==> src/rtl/core/magnetometer_heading_top_macros.svh <==
// ---------------------------------------------------------------------------
// Assertion macros for the magnetometer heading block
// Checks compile in simulation and collapse to nothing when SYNTH is set.
// ---------------------------------------------------------------------------
`ifndef MAGNETOMETER_HEADING_TOP_MACROS_SVH
`define MAGNETOMETER_HEADING_TOP_MACROS_SVH

`ifndef SYNTH
// same-cycle implication, held off during reset
`define MHD_ASSERT_NOW(label, clk, rst_n, ante, cons, msg) \
    label: assert property (@(posedge clk) disable iff (!rst_n) (ante) |-> (cons)) \
        else $error(msg);
// next-cycle implication, held off during reset
`define MHD_ASSERT_NEXT(label, clk, rst_n, ante, cons, msg) \
    label: assert property (@(posedge clk) disable iff (!rst_n) (ante) |=> (cons)) \
        else $error(msg);
`else
`define MHD_ASSERT_NOW(label, clk, rst_n, ante, cons, msg)
`define MHD_ASSERT_NEXT(label, clk, rst_n, ante, cons, msg)
`endif

`endif

==> src/rtl/core/mhd_pkg.sv <==
// ---------------------------------------------------------------------------
// mhd_pkg
// Types and constants shared by the magnetometer heading pipeline.
// ---------------------------------------------------------------------------
package mhd_pkg;

    // field and register widths
    localparam int FIELD_W   = 16;
    localparam int CFG_IDX_W = 2;
    localparam int CFG_W     = 16;

    // register indexes on the configuration channel
    localparam logic [CFG_IDX_W-1:0] REG_SPAN_X      = 2'd0;
    localparam logic [CFG_IDX_W-1:0] REG_SPAN_Y      = 2'd1;
    localparam logic [CFG_IDX_W-1:0] REG_DECLINATION = 2'd2;

    localparam logic [CFG_W-1:0] SPAN_RESET = 16'd1;
    localparam logic [CFG_W-1:0] DECL_RESET = 16'd432;

    // product field*span: 16 bit signed by 17 bit signed (zero-extended span)
    localparam int PROD_W = 33;
    // CORDIC vector: products plus negation and CORDIC gain headroom
    localparam int VEC_W  = 36;
    // angle in 1/256 centidegree, covers -2.6e6 .. 7.2e6
    localparam int ANG_W  = 25;
    // heading sum before wrap, covers -42768 .. 60767
    localparam int SUM_W  = 18;

    localparam int MAX_STEPS = 24;

    typedef logic signed [PROD_W-1:0] t_prod;
    typedef logic signed [VEC_W-1:0]  t_vec;
    typedef logic signed [ANG_W-1:0]  t_angle;
    typedef logic signed [SUM_W-1:0]  t_sum;

    // angle constants
    localparam t_angle HALF_TURN_SCALED = 25'sd4608000;
    localparam t_angle ROUND_HALF       = 25'sd128;
    localparam int     ANGLE_FRAC       = 8;

    localparam t_sum FULL_TURN   = 18'sd36000;
    localparam t_sum DOUBLE_TURN = 18'sd72000;
    localparam t_sum ZERO_SUM    = 18'sd0;

    // atan(2^-i) in 1/256 centidegree, rounded
    localparam t_angle ATAN_TABLE [MAX_STEPS] = '{
        25'sd1152000, 25'sd680065, 25'sd359328, 25'sd182400,
        25'sd91554,   25'sd45822,  25'sd22916,  25'sd11459,
        25'sd5730,    25'sd2865,   25'sd1432,   25'sd716,
        25'sd358,     25'sd179,    25'sd90,     25'sd45,
        25'sd22,      25'sd11,     25'sd6,      25'sd3,
        25'sd1,       25'sd1,      25'sd0,      25'sd0
    };

    // one item inside the rotation pipeline
    typedef struct packed {
        t_vec   x;
        t_vec   y;
        t_angle z;
        logic   zero;   // both products zero: angle forced to 0
        logic   err;    // a span is zero
    } t_cordic;

endpackage

==> src/rtl/core/mhd_cordic_stage.sv <==
// ---------------------------------------------------------------------------
// mhd_cordic_stage
// One vectoring CORDIC iteration with its pipeline register.
// ---------------------------------------------------------------------------
module mhd_cordic_stage #(
    parameter int SHIFT = 0
) (
    input  logic             i_clk,
    input  logic             i_load,
    input  mhd_pkg::t_cordic i_stage,
    output mhd_pkg::t_cordic o_stage
);

    mhd_pkg::t_cordic r_stage;
    mhd_pkg::t_cordic n_stage;
    mhd_pkg::t_vec    dx;
    mhd_pkg::t_vec    dy;

    // floor shifts of the cross terms
    assign dx = i_stage.y >>> SHIFT;
    assign dy = i_stage.x >>> SHIFT;

    // rotate toward the x axis; y == 0 takes the negative branch
    always_comb begin
        n_stage = i_stage;
        if (i_stage.y > 0) begin
            n_stage.x = i_stage.x + dx;
            n_stage.y = i_stage.y - dy;
            n_stage.z = i_stage.z + mhd_pkg::ATAN_TABLE[SHIFT];
        end else begin
            n_stage.x = i_stage.x - dx;
            n_stage.y = i_stage.y + dy;
            n_stage.z = i_stage.z - mhd_pkg::ATAN_TABLE[SHIFT];
        end
    end

    always_ff @(posedge i_clk) begin
        if (i_load) begin
            r_stage <= n_stage;
        end
    end

    assign o_stage = r_stage;

endmodule

==> config.mk <==
export PLATFORM = sky130hd
export DESIGN_NAME = mhd_cordic_stage
export DESIGN_NICKNAME = d
export VERILOG_FILES = /design/src/rtl/core/magnetometer_heading_top_macros.svh /design/src/rtl/core/mhd_pkg.sv /design/src/rtl/core/mhd_cordic_stage.sv
export SDC_FILE = /design/constraint.sdc
export NUM_CORES = 1
export LEC_CHECK = 0
export BUFFER_PORTS_ARGS = -buffer_cell sky130_fd_sc_hd__buf_4
export CAP_MARGIN = 10
export CORE_ASPECT_RATIO = 1.2
export CORE_MARGIN = 2
export CORE_UTILIZATION = 57
export CTS_CLUSTER_DIAMETER = 150
export CTS_CLUSTER_SIZE = 12
export DETAILED_ROUTE_END_ITERATION = 12
export PLACE_DENSITY_LB_ADDON = 0.12
export SYNTH_ARGS = -nofsm -noshare
export SYNTH_HDL_FRONTEND = slang
export SYNTH_SLANG_ARGS = --single-unit
==> constraint.sdc <==
create_clock -name i_clk -period 12.28 [get_ports i_clk]
set_input_delay 2.456 -clock i_clk [delete_from_list [all_inputs] [get_ports i_clk]]
set_output_delay 2.456 -clock i_clk [all_outputs]
set_load 0.05 [all_outputs]
==> Word level (Yosys, flattened, before mapping) <==
Cells that the tools add are included.
{ "totals": {"out_inout_bits": 99, "register_bits": 99, "inputBits": 101, "elab_cells": 12} }
{ "op_classes": {"add_sub_neg": 5, "magnitude_cmp": 1, "mux": 1} }
{ "ops": {"columns": ["op", "n"], "rows": [
  ["97-bit two-way mux", 1],
  ["36-bit subtractor", 2],
  ["36-bit adder", 1],
  ["36-bit by 1-bit > comparator with 1-bit output (second input constant)", 1],
  ["25-bit by 22-bit adder with 25-bit output (second input constant)", 1],
  ["25-bit by 22-bit subtractor with 25-bit output (second input constant)", 1]
]} }

==> Longest topological paths before layout <==
Gate-level depths: netlist of run 1.
{ "depth": {"depth_word": 2, "mapped_depth": 17} }

==> Worst setup path before layout of run 1 <==
No wires, ideal clock.
{ "synth_path": {"path_kind": "in2reg", "start": "in i_stage[36] (netlist name)", "end": "reg r_stage, in the netlist o_stage[25], data pin", "path_slack_ns": 6.244, "arrival_time_ns": 5.778, "path_stages": 17, "path_buffers": 3, "cell_sequence": "nor4_1 -> nand4_1 -> nor2_1 -> a41o_1 -> buf_2 -> buf_2 -> buf_1 -> ha_1 -> a21o_1 -> a21o_1 -> a21oi_1 -> o21ai_0 -> a41o_1 -> o41ai_1 -> o21bai_1 -> a21oi_1 -> xnor2_1"} }
{ "synth_lines": {"columns": ["item", "line_no", "source"], "rows": [
  ["from (decl)", "mhd_cordic_stage.sv:10", "input mhd_pkg::t_cordic i_stage,"],
  ["to (signal assigned)", "mhd_cordic_stage.sv:39", "r_stage <= n_stage;"],
  ["to (decl)", "mhd_cordic_stage.sv:14", "mhd_pkg::t_cordic r_stage;"]
]} }

==> metrics.yaml, run 1 <==
global_routing:
  track_usage_pct: 33.32
  grt_pass1_wl_um: 49800
  antenna_found_initial: 1
  overflow: 0
  grt_max_degree: 71
  grt_pass1_vias: 9431
worst_setup_path:
  slowest_delay_ns: 0.51
  crit_buf_inv: 4
  crit_family: "compound AO/OA/AOI/OAI gates"
  cp_common_cell: "buf_4"
  cp.required_ns: 12.39
  critPathLaunchType: "input pin"
  crit_fanout: 62
  arrival_ns: 6.58
  critical_path.slowest_cell: "nor4_1"
  setup.worst_path.class: "in -> reg"
  crit_chain: "buf_4 > nor4_1 > nand4_1 > nor2_1 > a41o_2 > buf_4 > inv_2 > buf_4 > ha_1 > a21o_1 > a21oi_1 > o21ai_0 > a41o_1 > o41ai_1 > o21bai_1 > a21oi_1 > xnor2_1"
  crit_path_end_kind: "flip-flop"
drt:
  met1Wirelength_um: 12840
  top_layer_used: "met5"
  firstDrtPassIters: 7
  drc: 0
  avgViaCountPerCell: 6.248
  drt-total-wl_um: 32380
  vias: 9803
  drt_iter0_drc: 851
  drt.antenna.violating_nets: 0
  wl_met2_um: 15880
  wl_per_cell_um: 20.64
  met3_wirelength_um: 2528
status:
  outcome: "finished, final reports clean"
cts:
  clk_pin_slew_ns: 0.08
  root_buffer: "clkbuf_16"
  numCtsBuffers: 9
  tritoncts: "built"
  cts_hold_buf: 0
  clock-sinks: 98
  ctsLongestPathBuffers: 2
  cts_resized: 0
  post_cts_buffers: 0
  htreeDepth: 3
pwr:
  powerDensity_nw_per_um2: 121.3
  p_leak_nw: 5.359
  ir_drop_mv: 0.09388
timing:
  max_slew.worst_pin.slew_ns: 1.055
  finalSetupViolCount: 0
  slew_viol_final: 0
  post-route-period-util_pct: 52.70
  setup_tns_ns: 0
  fmax_ghz: 0.1545
  rsz0062_at_grt: "no"
  relSlewSlack_pct: 28.72
  finalHoldViolations: 0
  fin_crit_ns: 6.472
synth:
  synth_edf_count: 98
  avgSynthCellArea_um2: 8.559
  async_flop_share_pct: 0
  syn_nets: 1403
  syn_inst: 1180
  synth_flop_cell: "edfxtp_1"
  ys.warnings.count: 0
  yosysUniqueCellTypes: 83
  ys_seq_area_share_pct: 29.14
  syn_area_um2: 10100
  ys_ff_latch: 98
run:
  drv_cap: 0
cells_and_area:
  final_cell_mix: "buf_4 (203), a21oi_1 (129), inv_1 (121)"
  drive_gt1_share_pct: 18.61
  fin_area_um2: 11980
  layout_commonest_cell: "buf_4"
  antenna_cells: 0
  syn_to_final_growth_pct: 18.59
  largest_register_ffs: 98
  layout.nets: 1567
  num-fill-cells: 1486
die:
  dieArea_um2: 18800
  die_h_um: 149.8
  io_pins: 200
  core-area_um2: 17440
  die_w_um: 125.5
  std_cell_rows: 53
  start_util_pct: 57.91
place:
  port_buffers: 199
  gp_congestion: 0.9669
  dp_hpwl_um: 25260
  place_area_um2: 11680
worst_hold_path:
  worstHoldPathType: "in -> reg"
## per-layer routing
metal,vias up,global-route usage [%]
met1,4610,42.42
met3,85,4.934
li1,4587,-
met5,-,0
met4,2,12.22
met2,519,57.57
## path summary, 6_finish.rpt
kind	startpoint	endpoint	slack, ns	cells past startpoint
worst max-delay path	i_stage[37]	o_stage[25]	5.81	17
worst min-delay path	i_stage[2]	o_stage[2]	2.26	1
## per-stage QoR
stage,power [mW],setup slack (ns),hold slack [ns],util [%],instances
finish,1.453,5.808,2.263,68.68,1569
global placement,1.146,5.508,2.634,66.98,1553
CTS,1.445,5.845,2.261,68.68,1569
floorplan,0.9419,6.244,2.555,-,1180
detailed placement,1.155,5.469,2.635,66.98,1553
global route,1.511,5.648,2.257,68.68,1569
## cell type report
class / instances / area (um2) / share of cell area [%]
clock inverter: 7 / 71.32 / 0.5954
clock buffer: 9 / 225.2 / 1.880
tap: 220 / 275.3 / 2.298
sequential: 98 / 2943 / 24.57
timing repair buffer: 203 / 1524 / 12.72
inverter: 122 / 457.9 / 3.823
multi-input combinational: 910 / 6481 / 54.11
## cells in the mapped netlist (3+ instances only)
master	n	area, um2
o311a_1	3	30.03
o22ai_1	5	31.28
buf_1	7	26.28
ha_1	118	1476
buf_2	16	80.08
a31oi_1	11	68.82
nand2_1	59	221.5
and4_1	3	26.28
edfxtp_1	98	2943
or3_1	14	87.58
and2_1	9	56.30
nor2b_1	10	62.56
nand4_1	17	106.4
o31a_1	3	26.28
o21bai_1	26	195.2
o21ai_1	7	35.03
nand2b_1	12	75.07
and3_1	7	43.79
o31ai_1	9	67.56
xor2_1	7	61.31
nor3_1	25	125.1
o311ai_0	4	35.03
a21o_1	37	277.8
a21oi_1	129	645.6
a211oi_1	14	105.1
o21ai_0	68	340.3
inv_1	122	457.9
a211o_1	5	43.79
a221oi_1	4	35.03
nor4_1	13	81.33
nand3b_1	3	22.52
o21a_1	7	52.55
fa_1	4	80.08
nand3_1	23	115.1
mux2i_1	9	90.09
xnor2_1	75	656.9
o211ai_1	15	112.6
clkbuf_1	25	93.84
a31o_2	4	35.03
nor2_1	96	360.4
## power by group
group | total (mW) | internal, mW | switching, mW
logic | 0.702 | 0.231 | 0.472
registers | 0.457 | 0.440 | 0.0168
clock network | 0.294 | 0.143 | 0.150
total | 1.45 | 0.814 | 0.639
## logic make-up after synthesis
kind of cell	share of synthesized area (%)
adders and majority gates	15.41
AOI/OAI and AO/OA	25.73
buffers and inverters	6.702
DFF	29.14
and+or+nand+nor	15.01
muxes	0.8920
xor gates and xnor gates	7.111
No activity file was read; power rests on OpenSTA's default activity.
==> inputs of run 2 (changes only) <==
--- a/config.mk
+++ b/config.mk
@@ -9,7 +9,7 @@
 export CAP_MARGIN = 10
 export CORE_ASPECT_RATIO = 1.2
 export CORE_MARGIN = 2
-export CORE_UTILIZATION = 57
+export CORE_UTILIZATION = 52
 export CTS_CLUSTER_DIAMETER = 150
 export CTS_CLUSTER_SIZE = 12
 export DETAILED_ROUTE_END_ITERATION = 12
==> constraint.sdc (replaced) <==
create_clock -name i_clk -period 5.3 [get_ports i_clk]
set_input_delay 1.06 -clock i_clk [delete_from_list [all_inputs] [get_ports i_clk]]
set_output_delay 1.06 -clock i_clk [all_outputs]
set_load 0.05 [all_outputs]
==> run 2 against run 1 <==
Net effect:
- routed wire length is 2.7% lower
- total power rose by 130%
- clock power increased by 140%
- core utilization down 5.0 points
- die area rose by 9.3%
- hold slack worse by 1.4 ns
- first-iteration DRC count decreased by 1.1%
- critical path depth fell by 1
- count of clock-buffer cells in the layout stayed put
- critical path type unchanged
==> metrics.yaml, run 2 (synthesis gave the netlist of run 1 again) <==
cts:
  clk_pin_slew_ns: 0.07  # about the same
  clock-sinks: 98  # unchanged
  numCtsBuffers: 9  # unchanged
  cts_resized: 0  # unchanged
  root_buffer: "clkbuf_16"
  cts_hold_buf: 0  # unchanged
  htreeDepth: 3  # unchanged
  post_cts_buffers: 0  # unchanged
  tritoncts: "built"
  ctsLongestPathBuffers: 2  # unchanged
pwr:
  power.internal_mw: 1.931  # +140%
  powerDensity_nw_per_um2: 281.0  # +130%
  ir_drop_mv: 0.1614  # +72%
  power.share.sequential_pct: 31.2  # -0.2 points
  switching_share_pct: 43.02  # -0.96 points
  switching_power_mw: 1.458  # +130%
  p_comb_share_pct: 47.6  # -0.7 points
  clkPwrFrac_pct: 21.2  # +1.0 points
  p_leak_nw: 5.382  # +0.42%
cells_and_area:
  drive_gt1_share_pct: 18.79  # +0.18 points
  layout.nets: 1570  # +0.19%
  largest_register_ffs: 98  # unchanged
  final_cell_mix: "buf_4 (206), a21oi_1 (129), inv_1 (121)"
  syn_to_final_growth_pct: 19.40
  layout_commonest_cell: "buf_4"
  antenna_cells: 0  # unchanged
drt:
  drt-total-wl_um: 31510  # -2.7%
  drt_iter0_drc: 842  # -1.1%
  avgViaCountPerCell: 5.995  # -4.0%
  drc: 0  # unchanged
  wl_per_cell_um: 19.59  # -5.1%
  drt.antenna.violating_nets: 0  # unchanged
  firstDrtPassIters: 6  # -1
  vias: 9640  # -1.7%
worst_setup_path:
  cp.required_ns: 5.41  # -6.98 ns
  arrival_ns: 4.36  # -2.22 ns
  critPathLaunchType: "input pin"
  crit_path_end_kind: "flip-flop"
  setup.worst_path.class: "in -> reg"
  crit_fanout: 4  # -94%
timing:
  fin_crit_ns: 4.249
  fin_ws_ns: 1.051  # -4.757 ns
  post-route-period-util_pct: 80.16
  finalSetupViolCount: 0  # unchanged
  max_slew.worst_pin.slew_ns: 0.8141  # -0.2413 ns
  setup_tns_ns: 0  # unchanged
  rsz0062_at_grt: "no"
  finalHoldViolations: 0  # unchanged
  relSlewSlack_pct: 45.73  # +17 points
  fmax_ghz: 0.2354
  holdWs_ns: 0.8712  # -1.392 ns
  slew_viol_final: 0  # unchanged
place:
  port_buffers: 199  # unchanged
  gp_congestion: 0.9554  # -1.2%
  dp_slack_ns: 0.7473  # -4.722 ns
  dp_hpwl_um: 24560  # -2.8%
worst_hold_path:
  worstHoldPathType: "in -> reg"
  holdPathStages: 1  # unchanged
  min_to: "o_stage[5]"
  hold_start: "i_stage[5]"
global_routing:
  grt_pass1_wl_um: 48950  # -1.7%
  overflow: 0  # unchanged
  track_usage_pct: 29.82  # -3.5 points
  grt_pass1_vias: 9156  # -2.9%
  antenna_found_initial: 0  # -1
  grt_max_degree: 71  # unchanged
die:
  die_w_um: 131.2  # +4.5%
  std_cell_rows: 55  # +3.8%
  start_util_pct: 53.37  # -4.5 points
  dieArea_um2: 20560  # +9.3%
  die_h_um: 156.7  # +4.6%
  io_pins: 200  # unchanged
  core-area_um2: 18920  # +8.5%
run:
  drv_cap: 0  # unchanged
status:
  outcome: "finished, final reports clean"
==> run 2: cell types whose count changed in the layout (fill, tap and decap cells not counted) <==
| cell | change |
|---|---|
| bufinv_16 | +1 |
| clkinv_8 | -1 |
| buf_4 | +3 |
==> run 2: metrics by stage <==
step	std cells	utilization (%)	area [um2]	total power [mW]
final	1608	63.72	12060	3.389
after global routing	1608	63.72	12060	3.530
after CTS	1608	63.72	12060	3.384
after detailed placement	1592	62.08	11750	2.664
after global placement	1592	62.08	11750	2.658
after floorplan	1180	-	10100	2.182
==> run 2: power groups by stage <==
stage / clock network, mW / logic [mW] / registers (mW)
floorplan: 0 / 0.683 / 1.50
global placement: 0 / 1.59 / 1.07
detailed placement: 0 / 1.59 / 1.07
CTS: 0.727 / 1.60 / 1.06
global route: 0.748 / 1.71 / 1.07
finish: 0.719 / 1.61 / 1.06
==> run 2: area by class of cell <==
cell class,count,area [um2]
fillers,1679,6865
multi-input cells,910,6481
flip-flops and latches,98,2943
repair buffers,206,1546
inverters,122,457.9
well taps,256,320.3
clock buffers,9,225.2
clock inverters,7,85.08
==> run 2: worst max-delay path by stage <==
stage                startpoint          end  slack, ns  depth (start not counted)
floorplan           i_stage[36]  o_stage[25]       0.66                         17
global placement    i_stage[37]  o_stage[25]       0.75                         16
detailed placement  i_stage[37]  o_stage[25]       0.75                         16
CTS                 i_stage[37]  o_stage[26]       1.09                         18
global route        i_stage[37]  o_stage[25]       0.80                         16
finish              i_stage[37]  o_stage[25]       1.05                         16
==> run 2: worst max-delay path, stage by stage <==
cell      delay, ns
buf_4          0.13
nor4_1         0.26
buf_4          0.17
nand4_1        0.16
nor2_1         0.24
a41o_2         0.27
ha_1           0.24
a21o_1         0.15
a21o_1         0.19
a21oi_1        0.21
o21ai_0        0.18
a41o_1         0.30
o41ai_1        0.42
o21bai_1       0.11
a21oi_1        0.20
xnor2_1        0.08
==> run 2: routing by layer <==
layer	global-route usage (%)	up-vias	wire [um]
li1	-	4587	-
met1	38.56	4513	13350
met2	50.90	453	15000
met3	4.568	87	2125
met4	10.71	0	1027
met5	0	-	0
==> inputs of run 3 (changes only) <==
--- a/config.mk
+++ b/config.mk
@@ -9,7 +9,7 @@
 export CAP_MARGIN = 10
 export CORE_ASPECT_RATIO = 1.2
 export CORE_MARGIN = 2
-export CORE_UTILIZATION = 52
+export CORE_UTILIZATION = 57
 export CTS_CLUSTER_DIAMETER = 150
 export CTS_CLUSTER_SIZE = 12
 export DETAILED_ROUTE_END_ITERATION = 12
==> constraint.sdc (replaced) <==
create_clock -name i_clk -period 4.4 [get_ports i_clk]
set_input_delay 0.88 -clock i_clk [delete_from_list [all_inputs] [get_ports i_clk]]
set_output_delay 0.88 -clock i_clk [all_outputs]
set_load 0.05 [all_outputs]
==> run 3 against run 2 <==
Net effect:
- clock power up 13%
- sequential power grew 20%
- combinational power is 23% higher
- count of clock-buffer cells in the layout unchanged
- highest routed layer unchanged
- critical path type unchanged
- first-iteration DRC count fell by 0.59%
- global-route usage rose by 2.7 points
- sequential share of layout area decreased by 0.29 points
==> metrics.yaml, run 3 (synthesis gave the netlist of run 1 again) <==
timing:
  max_slew.worst_pin.slew_ns: 0.9293  # +0.1152 ns
  fin_crit_ns: 4.098
  finalHoldViolations: 0  # unchanged
  finalSetupViolCount: 0  # unchanged
  fmax_ghz: 0.2440
  relSlewSlack_pct: 38.05  # -7.7 points
  holdWs_ns: 0.6896  # -0.1815 ns
  slew_viol_final: 0  # unchanged
  post-route-period-util_pct: 93.13
  fin_ws_ns: 0.3024  # -0.7489 ns
  rsz0062_at_grt: "no"
drt:
  vias: 9760  # +1.2%
  drt_iter0_drc: 837  # -0.59%
  wl_per_cell_um: 19.67  # +0.38%
  avgViaCountPerCell: 6.100  # +1.8%
  drt.antenna.violating_nets: 0  # unchanged
  drc: 0  # unchanged
  firstDrtPassIters: 5  # -1
  drt-total-wl_um: 31470  # -0.12%
cells_and_area:
  layout.nets: 1597  # +1.7%
  drive_gt1_share_pct: 20.38  # +1.6 points
  num-fill-cells: 1466  # -13%
  syn_to_final_growth_pct: 20.85
  layout_commonest_cell: "buf_4"
  largest_register_ffs: 98  # unchanged
  multi_input_area_um2: 6481  # unchanged
  final_cell_mix: "buf_4 (233), a21oi_1 (129), inv_1 (121)"
  register_area_um2: 2943  # unchanged
  fin_area_um2: 12210  # +1.2%
cts:
  tritoncts: "built"
  htreeDepth: 3  # unchanged
  numCtsBuffers: 9  # unchanged
  cts_hold_buf: 0  # unchanged
  clock-sinks: 98  # unchanged
  ctsLongestPathBuffers: 2  # unchanged
  post_cts_buffers: 0  # unchanged
  root_buffer: "clkbuf_16"
  clk_pin_slew_ns: 0.07  # about the same
  cts_resized: 0  # unchanged
pwr:
  finalPower_mw: 4.065  # +20%
  ir_drop_mv: 0.2297  # +42%
  p_leak_nw: 5.504  # +2.3%
  powerDensity_nw_per_um2: 333.1  # +19%
global_routing:
  grt_max_degree: 83  # +17%
  track_usage_pct: 32.50  # +2.7 points
  grt_pass1_vias: 9305  # +1.6%
  overflow: 0  # unchanged
  antenna_found_initial: 1  # +1
  grt_pass1_wl_um: 48950  # unchanged
die:
  start_util_pct: 57.91  # +4.5 points
  core-area_um2: 17440  # -7.8%
  die_h_um: 149.8  # -4.4%
  io_pins: 200  # unchanged
  die_w_um: 125.5  # -4.3%
  dieArea_um2: 18800  # -8.5%
  std_cell_rows: 53  # -3.6%
place:
  port_buffers: 199  # unchanged
  dp_slack_ns: -0.0002229  # -0.7475 ns
  place_area_um2: 11910  # +1.3%
  dp_hpwl_um: 24960  # +1.6%
  gp_congestion: 0.9714  # +1.7%
status:
  outcome: "finished, final reports clean"
run:
  drv_cap: 0  # unchanged
worst_setup_path:
  arrival_ns: 4.21  # -0.15 ns
  crit_chain: "buf_4 > nor4_1 > nand4_1 > nor2_1 > a41o_2 > ha_1 > a21o_1 > a21o_1 > a21oi_1 > o21ai_0 > a41o_1 > o41ai_1 > o21bai_1 > a21oi_1 > xnor2_1"
  critical_path.slowest_cell: "o41ai_1"
  cp.required_ns: 4.51  # -0.90 ns
  crit_buf_inv: 1  # -1
  crit_family: "compound AO/OA/AOI/OAI gates"
  setup.worst_path.class: "in -> reg"
  crit_fanout: 4  # unchanged
  slowest_delay_ns: 0.40  # -0.02 ns
  cp_num_cells: 15  # -1
  critPathLaunchType: "input pin"
  crit_path_end_kind: "flip-flop"
worst_hold_path:
  holdPathStages: 1  # unchanged
  worstHoldPathType: "in -> reg"
-- run 3: cell types whose count changed in the layout (fill, tap and decap cells not counted) --
cell	change
bufinv_16	-1
clkinv_8	+1
buf_4	+27
diode_2	+1
-- run 3: per-stage QoR --
step	utilization [%]	setup TNS (ns)	std cells
floorplan	-	0	1180
global placement	68.27	0	1583
detailed placement	68.27	-0.0002229	1583
CTS	69.97	0	1599
global route	69.97	0	1599
finish	69.98	0	1600
-- run 3: path summary, 6_finish.rpt --
path                        start     endpoint  slack, ns
worst max-delay path  i_stage[27]  o_stage[25]       0.30
worst min-delay path   i_stage[8]   o_stage[8]       0.69
-- run 3: layout make-up --
type	count	area share (%)
Inverter	122	3.752
Tap cell	220	2.255
Clock inverter	7	0.5843
Clock buffer	9	1.845
Antenna cell	1	0.02050
Timing Repair Buffer	233	14.33
Sequential cell	98	24.11
Multi-Input combinational cell	910	53.10
-- run 3: power breakdown --
part / internal (mW) / switching (mW) / leakage (nW)
Combinational: 0.675 / 1.31 / 4.41
Clock: 0.400 / 0.409 / 0.139
Sequential: 1.23 / 0.0461 / 0.959
Total: 2.30 / 1.76 / 5.50
-- run 3: metal layers --
layer / share of wire, % / up-vias / track usage (%)
li1: - / 4644 / -
met1: 40 / 4567 / 40.64
met2: 49 / 466 / 55.84
met3: 7.3 / 83 / 5.220
met4: 3.8 / 0 / 13.72
met5: 0 / - / 0
